==> src/sv/blls_pkg.sv <==
`default_nettype none

package blls_pkg;

  localparam logic [15:0] DISCHARGE_PERIOD_RESET = 16'd500;
  localparam logic [7:0]  CHARGE_PERIOD_RESET    = 8'd250;

  localparam logic [2:0] LINE_ONE   = 3'b001;
  localparam logic [2:0] LINE_TWO   = 3'b010;
  localparam logic [2:0] LINE_THREE = 3'b100;

  localparam logic [2:0] LEVEL_MAX       = 3'd4;
  localparam logic [2:0] CHARGE_SLOT_MAX = 3'd5;

  typedef enum logic [1:0] {
    REG_DISCHARGE_PERIOD = 2'd0,
    REG_CHARGE_PERIOD    = 2'd1
  } reg_index_t;

  function automatic logic [2:0] slot_pattern(input logic [2:0] slot);
    logic [2:0] pattern;
    case (slot)
      3'd0:    pattern = LINE_ONE | LINE_TWO | LINE_THREE;
      3'd1:    pattern = LINE_ONE;
      3'd2:    pattern = LINE_TWO | LINE_THREE;
      3'd3:    pattern = LINE_TWO;
      3'd4:    pattern = LINE_ONE | LINE_THREE;
      3'd5:    pattern = LINE_ONE | LINE_TWO | LINE_THREE;
      default: pattern = 3'b000;
    endcase
    return pattern;
  endfunction

endpackage

`default_nettype wire

==> src/sv/battery_level_led_scanner_top.sv <==
// A tick's line levels pass the input register, then the line register.
// Throughput: one tick per cycle; the input register and the line register
// advance together whenever the output is empty or being taken.
// Reset: synchronous, active high; clears all counters and slots, turns all
// lines off and loads the blink periods with 500 and 250 ticks.
`default_nettype none

module battery_level_led_scanner_top
  import blls_pkg::*;
(
  input  wire logic        clk,
  input  wire logic        rst,
  input  wire logic        in_valid,
  output logic             in_ready,
  input  wire logic        charging,
  input  wire logic [2:0]  level_code,
  output logic             out_valid,
  input  wire logic        out_ready,
  output logic             line_one,
  output logic             line_two,
  output logic             line_three,
  input  wire logic        cfg_valid,
  output logic             cfg_ready,
  input  wire logic [1:0]  cfg_index,
  input  wire logic [15:0] cfg_data
);

  logic [15:0] discharge_blink_period;
  logic [7:0]  charge_blink_period;

  logic       s1_valid;
  logic       s1_charging;
  logic [2:0] s1_level;

  logic [1:0]  discharge_slot;
  logic [2:0]  charge_slot;
  logic [2:0]  latched_charge_level;
  logic [2:0]  shown_charge_level;
  logic        blink_phase;
  logic [15:0] discharge_blink_count;
  logic [7:0]  charge_blink_count;
  logic [2:0]  line_levels;

  logic [1:0]  discharge_slot_next;
  logic [2:0]  charge_slot_next;
  logic [2:0]  latched_charge_level_next;
  logic [2:0]  shown_charge_level_next;
  logic        blink_phase_next;
  logic [15:0] discharge_blink_count_next;
  logic [7:0]  charge_blink_count_next;
  logic [2:0]  line_levels_next;

  logic        advance;
  logic [2:0]  level_sat;
  logic [2:0]  want_level;
  logic [2:0]  shown_work;
  logic        phase_work;
  logic [2:0]  cur_slot;
  logic        slot_hit;
  logic [2:0]  discharge_index;
  logic [2:0]  discharge_lines;
  logic [15:0] discharge_count_inc;
  logic [7:0]  charge_count_inc;

  assign advance   = s1_valid && (!out_valid || out_ready);
  assign in_ready  = !s1_valid || advance;
  assign cfg_ready = 1'b1;

  assign line_one   = line_levels[0];
  assign line_two   = line_levels[1];
  assign line_three = line_levels[2];

  assign level_sat = (s1_level > LEVEL_MAX) ? LEVEL_MAX : s1_level;

  always_comb begin
    discharge_slot_next        = discharge_slot;
    charge_slot_next           = charge_slot;
    latched_charge_level_next  = latched_charge_level;
    shown_charge_level_next    = shown_charge_level;
    blink_phase_next           = blink_phase;
    discharge_blink_count_next = discharge_blink_count;
    charge_blink_count_next    = charge_blink_count;
    line_levels_next           = line_levels;
    want_level          = (level_sat == 3'd0) ? 3'd1 : level_sat;
    shown_work          = shown_charge_level;
    phase_work          = blink_phase;
    cur_slot            = (charge_slot > CHARGE_SLOT_MAX) ? 3'd0 : charge_slot;
    slot_hit            = 1'b0;
    discharge_index     = {1'b0, discharge_slot} + 3'd1;
    discharge_lines     = line_levels;
    discharge_count_inc = discharge_blink_count + 16'd1;
    charge_count_inc    = charge_blink_count + 8'd1;

    if (s1_charging) begin
      discharge_slot_next        = 2'd0;
      discharge_blink_count_next = 16'd0;
      if (want_level != latched_charge_level) begin
        latched_charge_level_next = want_level;
        shown_work                = want_level;
        phase_work                = 1'b0;
      end
      slot_hit = (cur_slot == 3'd0) ? (shown_work == 3'd0) : (shown_work >= cur_slot);
      if (slot_hit) begin
        line_levels_next = slot_pattern(cur_slot);
      end
      charge_slot_next = (cur_slot >= CHARGE_SLOT_MAX) ? 3'd0 : cur_slot + 3'd1;
      if (charge_count_inc >= charge_blink_period) begin
        charge_blink_count_next = 8'd0;
        blink_phase_next        = !phase_work;
        shown_charge_level_next = phase_work ? shown_work + 3'd1 : shown_work - 3'd1;
      end else begin
        charge_blink_count_next = charge_count_inc;
        blink_phase_next        = phase_work;
        shown_charge_level_next = shown_work;
      end
    end else begin
      charge_slot_next          = 3'd0;
      latched_charge_level_next = 3'd0;
      shown_charge_level_next   = 3'd0;
      blink_phase_next          = 1'b0;
      charge_blink_count_next   = 8'd0;
      if (level_sat >= discharge_index) begin
        discharge_lines = slot_pattern(discharge_index);
      end
      discharge_slot_next = discharge_slot + 2'd1;
      if (level_sat == 3'd0) begin
        if (discharge_count_inc >= discharge_blink_period) begin
          discharge_blink_count_next = 16'd0;
          discharge_lines            = discharge_lines ^ LINE_ONE;
        end else begin
          discharge_blink_count_next = discharge_count_inc;
        end
        discharge_lines = discharge_lines & LINE_ONE;
      end
      line_levels_next = discharge_lines;
    end
  end

  always_ff @(posedge clk) begin
    if (rst) begin
      discharge_blink_period <= DISCHARGE_PERIOD_RESET;
      charge_blink_period    <= CHARGE_PERIOD_RESET;
    end else if (cfg_valid && cfg_ready) begin
      case (cfg_index)
        REG_DISCHARGE_PERIOD: discharge_blink_period <= cfg_data;
        REG_CHARGE_PERIOD:    charge_blink_period    <= cfg_data[7:0];
        default: ;
      endcase
    end
  end

  always_ff @(posedge clk) begin
    if (rst) begin
      s1_valid <= 1'b0;
    end else if (in_ready) begin
      s1_valid <= in_valid;
    end
  end

  always_ff @(posedge clk) begin
    if (in_valid && in_ready) begin
      s1_charging <= charging;
      s1_level    <= level_code;
    end
  end

  always_ff @(posedge clk) begin
    if (rst) begin
      out_valid <= 1'b0;
    end else if (advance) begin
      out_valid <= 1'b1;
    end else if (out_ready) begin
      out_valid <= 1'b0;
    end
  end

  always_ff @(posedge clk) begin
    if (rst) begin
      discharge_slot        <= 2'd0;
      charge_slot           <= 3'd0;
      latched_charge_level  <= 3'd0;
      shown_charge_level    <= 3'd0;
      blink_phase           <= 1'b0;
      discharge_blink_count <= 16'd0;
      charge_blink_count    <= 8'd0;
      line_levels           <= 3'd0;
    end else if (advance) begin
      discharge_slot        <= discharge_slot_next;
      charge_slot           <= charge_slot_next;
      latched_charge_level  <= latched_charge_level_next;
      shown_charge_level    <= shown_charge_level_next;
      blink_phase           <= blink_phase_next;
      discharge_blink_count <= discharge_blink_count_next;
      charge_blink_count    <= charge_blink_count_next;
      line_levels           <= line_levels_next;
    end
  end

  assert property (@(posedge clk) disable iff (rst)
    charge_slot <= CHARGE_SLOT_MAX)
    else $error("charge slot out of range");

  assert property (@(posedge clk) disable iff (rst)
    charge_slot != 3'd0 |-> latched_charge_level != 3'd0)
    else $error("charge slot running without a latched level");

  assert property (@(posedge clk) disable iff (rst)
    advance && !s1_charging |=> charge_slot == 3'd0 && latched_charge_level == 3'd0
      && shown_charge_level == 3'd0 && !blink_phase && charge_blink_count == 8'd0)
    else $error("discharge tick left charge state behind");

  assert property (@(posedge clk) disable iff (rst)
    advance && !s1_charging && s1_level == 3'd0 |=> out_valid && !line_two && !line_three)
    else $error("lowest level must drive only line one");

  assert property (@(posedge clk) disable iff (rst)
    s1_valid && !advance |=> s1_valid && $stable(s1_level) && $stable(s1_charging))
    else $error("input register lost a stalled tick");

endmodule

`default_nettype wire
==> config.mk <==
export PLATFORM = sky130hd
export DESIGN_NAME = battery_level_led_scanner_top
export DESIGN_NICKNAME = d
export VERILOG_FILES = /design/src/sv/blls_pkg.sv /design/src/sv/battery_level_led_scanner_top.sv
export SDC_FILE = /design/constraint.sdc
export NUM_CORES = 1
export LEC_CHECK = 0
export BUFFER_PORTS_ARGS = -buffer_cell sky130_fd_sc_hd__buf_4
export CORE_ASPECT_RATIO = 0.5
export CORE_UTILIZATION = 60
export CTS_CLUSTER_DIAMETER = 80
export CTS_CLUSTER_SIZE = 25
export DETAILED_ROUTE_END_ITERATION = 12
export PLACE_DENSITY = 0.79
export SETUP_SLACK_MARGIN = 0.2
export SLEW_MARGIN = 40
export SYNTH_ARGS = -nofsm -noshare
export SYNTH_HDL_FRONTEND = slang
export SYNTH_SLANG_ARGS = --single-unit
==> constraint.sdc <==
create_clock -name clk -period 3.8 [get_ports clk]
set_input_delay 0.57 -clock clk [delete_from_list [all_inputs] [get_ports clk]]
set_output_delay 0.57 -clock clk [all_outputs]
set_load 0.01 [all_outputs]
==> key figures <==
Clock network
  – CTS max path bufs: 2
  – Setup repair bufs after CTS: 0
  – Post-CTS Hold Buffers: 0
  – Worst-path clk slew: roughly 60 ps
  – Htree depth: 3
  – TritonCTS clock tree: done
  – Cts bufs inserted: 9
  – Root Driver: clkbuf_16
  – Clock sink count: slightly below 70
  – Clk_lat worst skew: 330 ps

Global route
  – Global-route wire length before repair: 14700 µm
  – Largest net degree at the start of global routing: 46
  – Gr ovfl total: 0
  – Total track usage: 26.0%
  – Vias in the first global route: 3141
  – Initial antenna violation count: 0

Critical path
  – CP arrival: 3660 ps
  – Worst EP required: 4040 ps
  – R2r worst-path depth: 13
  – CP Class: reg2reg
  – Reg2Reg Setup Slack: roughly 380 ps
  – R2R Path Start: discharge_blink_count[1]$_SDFFE_PP0P_
  – R2r endpoint: line_levels[0]$_SDFFE_PP0P_
  – Critical Path End Type: flip-flop
  – CP Max Fanout: 6
  – Startpoint types: flip-flop

Placement
  – Pre-CTS WS: 197 ps
  – Detailed Place HPWL: 6330 µm
  – Cells after DPL: roughly 600
  – Port Buf Inserts: 31
  – RD Place Congestion: approximately 0.84

Power and ir drop
  – Total internal power: approximately 1300 µW
  – Leakage: 0.00214 µW
  – Sequential Power Share: between 40 and 50%
  – Cell area power density: 359 nW/µm²
  – Comb pwr share: 10.2%
  – Switching part of the total: ~24%
  – Sw Pwr: 416 µW
  – Max IR drop VDD: 0.000289 V
  – Clk network pwr share: 45.0%

Worst hold path
  – Worst Hold Launch: charging
  – Min-Delay Endpoint: s1_charging$_DFFE_PP_
  – Hold Path Depth: 1
  – Type of the most critical hold path: in2reg

Floorplanning
  – Initial Utilization: between 60% and 70%
  – Die X: 120 µm
  – Rows: 21
  – CORE AREA: 6700 µm²
  – IO Pins: 33
  – Die Ht: 61.1 µm
  – Die area: 7330 µm²

Yosys
  – Syn nets: 562
  – FFs w/ async S/R, synth: 0%
  – Total number of yosys warnings: 0
  – Top_reg_cell synth: dfxtp_1
  – Synth Register Bits: 69
  – Cell count after synthesis: 496
  – Post-Syn Area: 4180 µm²
  – Netlist cell types: 63
  – Post-synthesis sequential area ratio: 34.0%
  – Top-area cell type share of the netlist area: 31.1%
  – Yosys top cell by area: dfxtp_1
  – Avg Cell Area, Syn: 8.44 µm²
  – EDFF count, synth: 4
  – Largest cells by area after synthesis: dfxtp_1, ha_1, nand2_1

Timing
  – Final Hold Vio Count: 0
  – Relative slew slack: 42.6%
  – Unrepaired setup endpoints after global routing: no
  – Hold_ws: just over 400 ps
  – PnR worst setup slack: 380 ps
  – Setup-failing EPs final: 0
  – Fmax: about 290 MHz
  – Final Skew: between 5 and 6 ps
  – Setup_tns: 0 ps
  – Final-report max-slew violation count: 0
  – Tmin final: 3420 ps
  – Post-route clock period utilization: 90.0%
  – Slew @ Worst Pin: 855 ps

Routing
  – Post-route DRC: 0
  – Post-route ant nets: 0
  – Avg Vias per Cell: around 5.7
  – Avg WL per Cell: 14.5 µm
  – First drt pass iteration count: 4
  – Vias: 3547
  – Post-Route WL: between 8000 and 9000 µm
  – Drt first-iter violations: between 200 and 300

Cells and area
  – N_diodes: 0
  – Layout cells sized above 1: 15.0%
  – Non-filler cells, final: 618
  – P&R area growth vs syn: 14.4%
  – Nets: 587

Job
  – Max_cap viols: 0

Outcome
  – Outcome: completed
[sequential cells by signal (all words and copies together), names as in the netlist]
name / flops
charge_blink_period: 8
s1_charging: 1
line_levels: 3
discharge_blink_count: 16
blink_phase: 1
discharge_slot: 2
out_valid: 1
charge_blink_count: 8
charge_slot: 3
s1_level: 3
shown_charge_level: 3
latched_charge_level: 3
discharge_blink_period: 16
s1_valid: 1
[worst max-delay path: stages, from the launching register on]
cell and delay (ps):
dfxtp_1 380, ha_2 230, and3_1 190, and3_2 250
and3_4 220, nand3_1 120, xnor2_2 170, ha_1 300
nand4_1 120, nor3_1 70, a2111o_1 450, a21o_1 230
or3_1 360, a311oi_1 250
[placed cells by master (no fill, tap or decap), types with 9 or more instances in the layout]
| master | instances |
|---|---|
| ha_1 | 37 |
| nand2b_1 | 9 |
| nand2_1 | 59 |
| nor3_1 | 12 |
| a22oi_1 | 12 |
| a21o_1 | 13 |
| clkbuf_16 | 9 |
| xor2_1 | 10 |
| nand3_1 | 11 |
| inv_1 | 34 |
| a21oi_1 | 28 |
| buf_4 | 36 |
| o211ai_1 | 15 |
| dfxtp_1 | 64 |
| nor2_1 | 40 |
| xnor2_1 | 12 |
| o21ai_0 | 10 |
[logic make-up after synthesis]
logic type,after synthesis,share of synthesized area [%]
XOR/XNOR,23,4.81
multiplexers,2,0.478
flip-flops,69,34.0
AND/OR/NAND/NOR,182,22.3
buffers and inverters,58,5.65
other,1,0.0896
adder cells (fa/ha/maj),39,11.8
AO/OA/AOI/OAI,122,20.8
[Yosys cell counts (all sizes together), types with 2 or more instances]
library cell / instances
dfxtp: 65
o31a: 3
nor2b: 5
clkbuf: 12
and4: 2
ha: 38
nand4: 5
a22o: 2
nand3: 12
nor3: 16
inv: 34
xor2: 10
o21ai: 16
a22oi: 12
o31ai: 4
and2: 4
mux2i: 2
nand2: 59
nor2: 40
xnor2: 13
nand2b: 10
a32oi: 4
a21o: 13
a32o: 3
a31o: 2
a211oi: 6
and3: 10
a31oi: 2
or2: 3
or3: 2
a21oi: 30
nand3b: 2
o211ai: 15
a221oi: 3
nor4: 2
nor3b: 6
buf: 11
a2111o: 2
edfxtp: 4
[how the worst max path moves through the flow]
stage                                          startpoint                                    end  slack [ps]  depth (start not counted)
detailed placement  discharge_blink_count[0]$_SDFFE_PP0P_  discharge_blink_count[2]$_SDFFE_PP0P_         200                         13
global route        discharge_blink_count[1]$_SDFFE_PP0P_  discharge_blink_count[5]$_SDFFE_PP0P_         200                         13
global placement    discharge_blink_count[0]$_SDFFE_PP0P_  discharge_blink_count[2]$_SDFFE_PP0P_         320                         12
finish              discharge_blink_count[1]$_SDFFE_PP0P_            line_levels[0]$_SDFFE_PP0P_         380                         13
CTS                 discharge_blink_count[0]$_SDFFE_PP0P_  discharge_blink_count[2]$_SDFFE_PP0P_         200                         13
floorplan           discharge_blink_count[0]$_SDFFE_PP0P_  discharge_blink_count[6]$_SDFFE_PP0P_         570                         14
[stage by stage]
| stage | total power [µW] | util [%] | area (µm²) |
|---|---|---|---|
| after CTS | 1730 | 70.9 | 4750 |
| after global routing | 1790 | 71.5 | 4790 |
| after detailed placement | 958 | 66.7 | 4470 |
| after floorplan | 900 | - | 4180 |
| final | 1720 | 71.5 | 4790 |
| after global placement | 954 | 66.7 | 4470 |
[metal layers]
metal | up-vias | global-route usage, % | routed length [µm] | part of all wire [%]
met1 | 1662 | 32.4 | 4310 | 48
li1 | 1818 | - | - | -
met3 | 8 | 5.65 | 326 | 3.6
met5 | - | 0 | 0 | 0
met2 | 59 | 45.6 | 4220 | 47
met4 | 0 | 9.82 | 107 | 1.2
[timing repair]
item,4_1_cts,5_1_grt
setup endpoints to repair,5,12
cloned,0,1
gates resized for setup,1,8
pin swaps,0,3
hold endpoints to repair,0,0
[area by class of cell]
type,count,area [µm²]
Inverter,35,131
Clock buffer,12,256
Multi-Input combinational cell,370,2570
Tap cell,92,115
Clock inverter,4,21.3
Timing Repair Buffer,36,270
Sequential cell,69,1420
Fill cell,542,1910
[power groups by stage]
stage          Clock, µW  Sequential [µW]  Combinational (µW)
4_1_cts              787              770                 175
5_1_grt              820              773                 200
2_1_floorplan          0              779                 122
3_5_place_dp           0              786                 173
3_3_place_gp           0              785                 169
6_report             773              771                 176
Power figures use the tool's default switching activity.
